**config.mk**
```make
export PLATFORM = sky130hd
export DESIGN_NAME = ccia_iter_unit
export DESIGN_NICKNAME = d
export VERILOG_FILES = /design/src/rtl/ccia_pkg.sv /design/src/rtl/ccia_iter_unit.sv
export SDC_FILE = /design/constraint.sdc
export NUM_CORES = 1
export LEC_CHECK = 0
export ABC_AREA = 0
export BUFFER_PORTS_ARGS = -buffer_cell sky130_fd_sc_hd__buf_4
export CORE_MARGIN = 8
export CORE_UTILIZATION = 55
export CTS_BUF_LIST = sky130_fd_sc_hd__clkbuf_4 sky130_fd_sc_hd__clkbuf_8 sky130_fd_sc_hd__clkbuf_16
export CTS_CLUSTER_DIAMETER = 120
export CTS_CLUSTER_SIZE = 40
export DETAILED_ROUTE_END_ITERATION = 7
export GPL_ROUTABILITY_DRIVEN = 0
export GPL_TIMING_DRIVEN = 0
export PLACE_DENSITY = 0.86
export SKIP_CTS_REPAIR_TIMING = 1
export SLEW_MARGIN = 20
export SYNTH_ARGS = -nofsm -noshare
export SYNTH_HDL_FRONTEND = slang
export SYNTH_SLANG_ARGS = --single-unit
export TNS_END_PERCENT = 50
```
**constraint.sdc**
```tcl
create_clock -name i_clk -period 7.3 [get_ports i_clk]
set_input_delay 1.825 -clock i_clk [delete_from_list [all_inputs] [get_ports i_clk]]
set_output_delay 1.825 -clock i_clk [all_outputs]
set_load 0.02 [all_outputs]
```
**src/rtl/ccia_pkg.sv**
```systemverilog
// Shared constants, types and conversion helpers for the checked C integer ALU.
package ccia_pkg;

    localparam int MAX_WIDTH_DEF = 64;

    localparam logic [1:0] KIND_UNS  = 2'd0;
    localparam logic [1:0] KIND_SGN  = 2'd1;
    localparam logic [1:0] KIND_BOOL = 2'd2;

    localparam logic [2:0] ST_OK    = 3'd0;
    localparam logic [2:0] ST_OVF   = 3'd1;
    localparam logic [2:0] ST_DIV0  = 3'd2;
    localparam logic [2:0] ST_SHIFT = 3'd3;
    localparam logic [2:0] ST_CLZ0  = 3'd4;

    localparam logic [4:0] OP_ADD  = 5'd0;
    localparam logic [4:0] OP_SUB  = 5'd1;
    localparam logic [4:0] OP_MUL  = 5'd2;
    localparam logic [4:0] OP_DIV  = 5'd3;
    localparam logic [4:0] OP_REM  = 5'd4;
    localparam logic [4:0] OP_AND  = 5'd5;
    localparam logic [4:0] OP_XOR  = 5'd6;
    localparam logic [4:0] OP_OR   = 5'd7;
    localparam logic [4:0] OP_SHL  = 5'd8;
    localparam logic [4:0] OP_SHR  = 5'd9;
    localparam logic [4:0] OP_EQ   = 5'd10;
    localparam logic [4:0] OP_NE   = 5'd11;
    localparam logic [4:0] OP_LT   = 5'd12;
    localparam logic [4:0] OP_LE   = 5'd13;
    localparam logic [4:0] OP_GT   = 5'd14;
    localparam logic [4:0] OP_GE   = 5'd15;
    localparam logic [4:0] OP_LAND = 5'd16;
    localparam logic [4:0] OP_LOR  = 5'd17;
    localparam logic [4:0] OP_LNOT = 5'd18;
    localparam logic [4:0] OP_NOT  = 5'd19;
    localparam logic [4:0] OP_NEG  = 5'd20;
    localparam logic [4:0] OP_CONV = 5'd21;
    localparam logic [4:0] OP_CLZ  = 5'd22;

    localparam logic [1:0] MODE_MUL = 2'd0;
    localparam logic [1:0] MODE_DIV = 2'd1;
    localparam logic [1:0] MODE_CLZ = 2'd2;

    typedef struct packed {
        logic       start;
        logic [1:0] mode;
    } t_iter_cmd;

    typedef struct packed {
        logic done;
    } t_iter_rsp;

    function automatic logic [63:0] mask_of(input logic [6:0] w);
        mask_of = {64{1'b1}} >> (7'd64 - w);
    endfunction

    function automatic logic [6:0] fix_width(input logic [6:0] w, input logic [6:0] maxw);
        if (w == 7'd0) begin
            fix_width = 7'd1;
        end else if (w > maxw) begin
            fix_width = maxw;
        end else begin
            fix_width = w;
        end
    endfunction

    function automatic logic [1:0] fix_kind(input logic [1:0] k);
        fix_kind = (k == KIND_SGN || k == KIND_BOOL) ? k : KIND_UNS;
    endfunction

    function automatic logic [63:0] norm(input logic [63:0] bits, input logic [6:0] w,
                                         input logic [1:0] k);
        if (k == KIND_BOOL) begin
            norm = {63'd0, |bits};
        end else begin
            norm = bits & mask_of(w);
        end
    endfunction

    function automatic logic [63:0] sext(input logic [63:0] bits, input logic [6:0] w);
        logic [5:0] idx;
        idx = 6'(w - 7'd1);
        sext = bits[idx] ? (bits | ~mask_of(w)) : bits;
    endfunction

    function automatic logic [63:0] convert(input logic [63:0] bits, input logic [6:0] w,
                                            input logic [1:0] k, input logic [6:0] ow,
                                            input logic [1:0] ok);
        logic [63:0] v;
        v = norm(bits, w, k);
        if (ok == KIND_BOOL) begin
            convert = {63'd0, |v};
        end else begin
            if (k == KIND_SGN) begin
                v = sext(v, w);
            end
            convert = norm(v, ow, ok);
        end
    endfunction

endpackage

```
**src/rtl/ccia_iter_unit.sv**
```systemverilog
// Shared iterative unit: shift-add multiply, restoring divide and leading-zero count.
module ccia_iter_unit (
    input  logic                i_clk,
    input  logic                i_rst_n,
    input  ccia_pkg::t_iter_cmd i_cmd,
    input  logic [63:0]         i_op_a,
    input  logic [63:0]         i_op_b,
    output ccia_pkg::t_iter_rsp o_rsp,
    output logic [63:0]         o_hi,
    output logic [63:0]         o_lo,
    output logic [6:0]          o_count
);

    logic        r_busy;
    logic        r_done;
    logic [1:0]  r_mode;
    logic [5:0]  r_step;
    logic [63:0] r_hi;
    logic [63:0] r_lo;
    logic [63:0] r_b;
    logic [6:0]  r_count;

    logic [64:0] x;
    logic [64:0] y;
    logic        cin;
    logic [65:0] sum;
    logic        last;
    logic        clz_hit;

    always_comb begin
        if (r_mode == ccia_pkg::MODE_DIV) begin
            x   = {r_hi, r_lo[63]};
            y   = ~{1'b0, r_b};
            cin = 1'b1;
        end else begin
            x   = {1'b0, r_hi};
            y   = r_lo[0] ? {1'b0, r_b} : 65'd0;
            cin = 1'b0;
        end
        sum     = {1'b0, x} + {1'b0, y} + {65'd0, cin};
        last    = (r_step == 6'd63);
        clz_hit = r_hi[63];
    end

    always_ff @(posedge i_clk) begin
        if (!i_rst_n) begin
            r_busy <= 1'b0;
            r_done <= 1'b0;
        end else begin
            r_done <= 1'b0;
            if (i_cmd.start) begin
                r_busy <= 1'b1;
            end else if (r_busy) begin
                if ((r_mode == ccia_pkg::MODE_CLZ) ? clz_hit : last) begin
                    r_busy <= 1'b0;
                    r_done <= 1'b1;
                end
            end
        end
    end

    always_ff @(posedge i_clk) begin
        if (i_cmd.start) begin
            r_mode  <= i_cmd.mode;
            r_step  <= 6'd0;
            r_count <= 7'd0;
            case (i_cmd.mode)
                ccia_pkg::MODE_MUL: begin
                    r_hi <= 64'd0;
                    r_lo <= i_op_b;
                    r_b  <= i_op_a;
                end
                ccia_pkg::MODE_DIV: begin
                    r_hi <= 64'd0;
                    r_lo <= i_op_a;
                    r_b  <= i_op_b;
                end
                default: begin
                    r_hi <= i_op_a;
                    r_lo <= 64'd0;
                    r_b  <= 64'd0;
                end
            endcase
        end else if (r_busy) begin
            r_step <= r_step + 6'd1;
            case (r_mode)
                ccia_pkg::MODE_MUL: begin
                    r_hi <= sum[64:1];
                    r_lo <= {sum[0], r_lo[63:1]};
                end
                ccia_pkg::MODE_DIV: begin
                    if (sum[65]) begin
                        r_hi <= sum[63:0];
                        r_lo <= {r_lo[62:0], 1'b1};
                    end else begin
                        r_hi <= x[63:0];
                        r_lo <= {r_lo[62:0], 1'b0};
                    end
                end
                default: begin
                    if (!clz_hit) begin
                        r_hi    <= {r_hi[62:0], 1'b0};
                        r_count <= r_count + 7'd1;
                    end
                end
            endcase
        end
    end

    assign o_rsp.done = r_done;
    assign o_hi       = r_hi;
    assign o_lo       = r_lo;
    assign o_count    = r_count;

endmodule
```
### Word level (Yosys, flattened, before mapping)

Index checks and enable logic that the tools add are counted.

* bits in registers: 209
* bits in latches: 0
* bits in writable memories: 0
* bits in read-only memories: 0
* input bits: 133
* output and inout port bits: 136
* logic and storage cells: 54
* memories kept: 0

* add/sub/neg operators: 4
* multiply operators: 0
* divide/modulo/power cells: 0
* $lt $le $gt $ge: 0
* equality and inequality tests: 5
* shift operators: 0
* mux-type cells: 21
* bitwise logic cells: 5
* reduce and logical (&&, ||, !) cells: 10

Operators with widths (count)
* 64-bit two-way mux: 8
* 64-bit one-hot mux with 2 select lines: 4
* 65-bit two-way mux: 2
* 65-bit by 65-bit adder with 66-bit output: 1
* 66-bit by 1-bit adder with 66-bit output: 1
* 64-bit NOT with 65-bit output: 1
* 7-bit by 1-bit adder with 7-bit output, second input constant: 1
* 1-bit two-way mux: 7
* 6-bit by 1-bit adder with 6-bit output, second input constant: 1
* 6-bit equality test, second input constant: 1
* 2-bit by 1-bit equality test with 1-bit output, second input constant: 2
* 2-bit logical NOT: 2
* 4-bit by 2-bit != test with 1-bit output, second input constant: 1
* 1-bit NOT: 4
* 2-bit AND reduction: 2
* 2-bit OR reduction: 2
* 3-bit AND reduction: 1
* 3-bit nonzero test: 1
* 3-bit OR reduction: 1
* 2-bit equality test, second input constant: 1
* 2-bit nonzero test: 1

### Depth between registers and ports, before layout

* word-level depth: 8
* mapped depth: 20
* depth with buffers taken out: 17

### Worst setup path before layout

OpenSTA, ideal clock, no wires.

* kind: input -> register
* start: in i_cmd[2] in the netlist's numbering
* end: reg r_lo[0], in the netlist o_lo[0], enable pin
* setup time: 0.421 ns
* data arrival time: 4.020 ns
* required time: 6.879 ns
* slack: 2.859 ns
* cell stages on the path: 4
* buffers on the path: 3
* cell sequence: clkbuf_1 clkbuf_1 clkbuf_1 a21o_1

* word-level cells in the longest chain between the ends: 2
* elaborated cells on any way between the ends: 3
* classes of those cells: reduce/logical: 3

RTL lines
* start: declaration: line ccia_iter_unit.sv:5 `input ccia_pkg::t_iter_cmd i_cmd,`
* 3-bit nonzero test (no line) or 2-bit nonzero test (tied branches)
* 2-bit AND reduction (no line) *
* end signal: assignment: line ccia_iter_unit.sv:70 `r_lo <= i_op_b;`
* end signal: assignment: line ccia_iter_unit.sv:75 `r_lo <= i_op_a;`
* end signal: assignment: line ccia_iter_unit.sv:89 `r_lo <= {sum[0], r_lo[63:1]};`
* end: declaration: line ccia_iter_unit.sv:19 `logic [63:0] r_lo;`

Every way passes the cells marked *; elsewhere a longest branch is shown, timed or not.
A chain may end at the register's enable or synchronous reset.

### Worst setup path after layout

* start: reg r_mode[1]
* end: reg r_hi[46], in the netlist o_hi[46], data pin

* word-level cells in the longest chain between the ends: 8
* elaborated cells on any way between the ends: 11
* classes of those cells: add/sub: 2; eq/ne: 1; mux: 7; reduce/logical: 1

RTL lines
* start: declaration: line ccia_iter_unit.sv:16 `logic [1:0] r_mode;`
* start signal: assignment: line ccia_iter_unit.sv:64 `r_mode <= i_cmd.mode;`
* 2-bit by 1-bit equality test with 1-bit output: line ccia_iter_unit.sv:31, ccia_iter_unit.sv:86
* 65-bit two-way mux: line ccia_iter_unit.sv:31 `if (r_mode == ccia_pkg::MODE_DIV) begin`
* 65-bit by 65-bit adder with 66-bit output: line ccia_iter_unit.sv:40 `sum = {1'b0, x} + {1'b0, y} + {65'd0, cin};`
* 66-bit by 1-bit adder with 66-bit output: line ccia_iter_unit.sv:40
* 64-bit two-way mux: line ccia_iter_unit.sv:92 `if (sum[65]) begin`
* 64-bit one-hot mux with 2 select lines *: line ccia_iter_unit.sv:86 `case (r_mode)`
* 64-bit two-way mux *: line ccia_iter_unit.sv:84 `end else if (r_busy) begin`
* 64-bit two-way mux *: line ccia_iter_unit.sv:63 `if (i_cmd.start) begin`
* end signal: assignment: line ccia_iter_unit.sv:88 `r_hi <= sum[64:1];`
* end signal: assignment: line ccia_iter_unit.sv:93 `r_hi <= sum[63:0];`
* end signal: assignment: line ccia_iter_unit.sv:96 `r_hi <= x[63:0];`
* end: declaration: line ccia_iter_unit.sv:18 `logic [63:0] r_hi;`

Every way passes the cells marked *; elsewhere a longest branch is shown, timed or not. The select of a mux whose other input is x is not followed.

==> impl_metrics.toml <==
[clock_tree]
htreeDepth = 1
root_buffer = "clkbuf_16"
clockBufferDepth = 3
clock-sinks = 209
insertion_delay_ps = 520
cts_buffers = 9
cts_tree = "built"
worst_setup_hold_path_clk_slew_ps = 180

[critical_path]
critical_path_required_ps = 7570
timing_worst_setup_path_type = "flip-flop to flip-flop"
worstSetupEndpointType = "flip-flop"
path_max_fanout = 10
critical_path_arrival_ps = 6620
crit_path_start_kind = "flip-flop"

[timing]
tightest_slew_ps = 1000
rsz0062_at_grt = "no"
maxSlewViolCount = 0
fin_crit_sh = 0.870
layout_min_cycle_time_ps = 6350
clock_skew_ps = 72.5
setup_tns_ps = 0
fmax_ghz = 0.157
finalHoldViolations = 0
relSlewSlack = 0.331
timing.hold.ws_ps = 534
setup_viol = 0
layout_setup_ws_ps = 950

[power_and_ir_drop]
ir_drop_mv = 0.188
p_leak_uw = 0.00826
cellPowerDensity_nw_per_um2 = 226
p_total_uw = 4440

[grt]
grt_pass1_vias = 16500
antenna_found_initial = 1
grt_overflow = 0
grt_max_degree = 73
grt_usage = 0.328
grt_pass1_wl_um = 93900

[synth]
yosysWarnings = 0
synth_async_sr_flop_share = 0
synth_cell_types = 70
synthCells = 1950
avgSynthCellArea_um2 = 8.59
syn_area_um2 = 16800
synth_seq_area_share = 0.366
synth_ff_type = "edfxtp_1"
syn_nets = 2151
synth-edff-count = 194
synth-seq-cells = 209

[placement]
hpwlAfterDp_um = 50200
dp_slack_ps = 1230
place_area_um2 = 19300
numPortBuffers = 268

[route]
via_per_inst = 6.70
drt-total-wl_um = 63100
num_vias = 17600
wl_per_cell_um = 24.0
ant_nets = 0
first_iter_violations = 3418
dr.pass1.iters = 7
drc = 0

[run_status]
status = "completed"

[layout]
fin_area_um2 = 19600
drive_gt1_frac = 0.159
nets = 2432
fillerInstances = 2448
synthToLayoutAreaGrowth_pct = 16.9
n_antenna_cell = 0

[floorplan]
die_h_um = 191
start_util = 0.554
dieArea_um2 = 36300
io_pins = 269
row_count = 64
core-area_um2 = 30300
die_x_um = 191

[min_path]
hp-class = "flip-flop to flip-flop"

[job]
cap_violations = 0
==> worst paths after layout <==
path / start / endpoint / slack, ps / cells after the start
max: r_mode[1]$_DFFE_PP_ / o_hi[46]$_DFFE_PP_ / 950 / 18
min: r_step[5]$_SDFFE_PP0P_ / r_step[5]$_SDFFE_PP0P_ / 530 / 2
max reg2reg: r_mode[1]$_DFFE_PP_ / o_hi[46]$_DFFE_PP_ / 950 / 18
min reg2reg: r_step[5]$_SDFFE_PP0P_ / r_step[5]$_SDFFE_PP0P_ / 530 / 2
==> metal layers <==
| metal | global-route usage | share of wire | up-vias |
|---|---|---|---|
| met3 | 0.106 | 0.16 | 289 |
| li1 | - | - | 7760 |
| met5 | 0 | 0.00021 | - |
| met4 | 0.136 | 0.054 | 2 |
| met1 | 0.429 | 0.36 | 7985 |
| met2 | 0.495 | 0.42 | 1578 |
==> Yosys cell counts, drive strengths merged, types with 8 or more instances <==
master / count / area [um^2]
a211oi: 9 / 77.6
a21boi: 9 / 67.6
a21o: 25 / 188
a21oi: 159 / 822
a221o: 10 / 100
a221oi: 31 / 272
a222oi: 21 / 210
a22oi: 16 / 120
and3: 8 / 50.1
buf: 63 / 320
clkbuf: 95 / 357
dfxtp: 15 / 300
edfxtp: 194 / 5830
ha: 66 / 826
inv: 25 / 93.8
mux2i: 192 / 1920
nand2: 397 / 1490
nand3: 31 / 168
nand4: 36 / 250
nor2: 141 / 529
nor3: 14 / 70.1
o211ai: 14 / 110
o21a: 13 / 97.6
o21ai: 143 / 716
o21bai: 13 / 97.6
o22ai: 67 / 433
xnor2: 42 / 368
xor2: 27 / 236
==> placed cells by master, fill, tap and decap left out, drive strengths merged, types with 6 or more instances in the layout <==
master  instances
ha             66
nor2          141
a221oi         31
nor4            7
a221o          10
inv            25
a22oi          16
xor2           27
nor3           14
xnor2          42
o211ai         14
edfxtp        194
nand3          31
a211oi          9
mux2i         192
or3             7
a21o           25
o21bai         13
a31oi           7
a222oi         21
o31ai           6
nand2         397
o21a           13
buf           333
nand4          36
dfxtp          15
and3            8
o22ai          67
o21ai         143
a21boi          9
clkbuf        106
a21oi         159
==> registers in the layout, indices dropped and copies added (netlist names) <==
register	cells
o_count	7
r_step	6
o_hi	64
r_busy	1
r_b	64
o_lo	64
o_rsp	1
r_mode	2
==> power breakdown <==
part | total [uW] | switching [uW] | internal, uW
registers | 1640 | 151 | 1490
logic | 2160 | 1380 | 780
clock network | 637 | 392 | 245
total | 4440 | 1920 | 2510
==> stage by stage <==
stage	std cells	utilization
5_1_grt	2628	0.647
3_3_place_gp	2614	0.636
6_report	2628	0.647
4_1_cts	2628	0.647
2_1_floorplan	1950	-
3_5_place_dp	2616	0.638
==> cells by family after synthesis <==
group	after synthesis	share of synthesized area
AND/OR/NAND/NOR	663	0.169
AO/OA/AOI/OAI	566	0.218
flip-flops	209	0.366
multiplexers	192	0.115
buffers and inverters	183	0.0460
XOR/XNOR	69	0.0361
adder cells (fa/ha/maj)	68	0.0517
==> worst max-delay path, stage by stage (launching register included) <==
cell and delay, ps:
edfxtp_1 620, inv_2 270, nand2_1 350, inv_1 220, clkbuf_1 680, clkbuf_1 690, nand2_1 110, nand2_1 90
ha_1 230, o211ai_1 120, o211ai_1 500, a41oi_1 240, o21ai_1 630, a21oi_1 310, o31ai_1 350, xor2_1 170
a221o_1 350, a21oi_1 140, a21oi_1 50
==> cell type report <==
cell class / count / area, um^2 / share of cell area
Buffer: 158 / 677 / 0.0346
Clock buffer: 11 / 240 / 0.0123
Clock inverter: 1 / 30.0 / 0.00153
Inverter: 25 / 93.8 / 0.00479
Multi-Input combinational cell: 1558 / 9880 / 0.504
Sequential cell: 209 / 6130 / 0.313
Tap cell: 396 / 495 / 0.0253
Timing Repair Buffer: 270 / 2050 / 0.105
(Power assumes the default switching activity.)
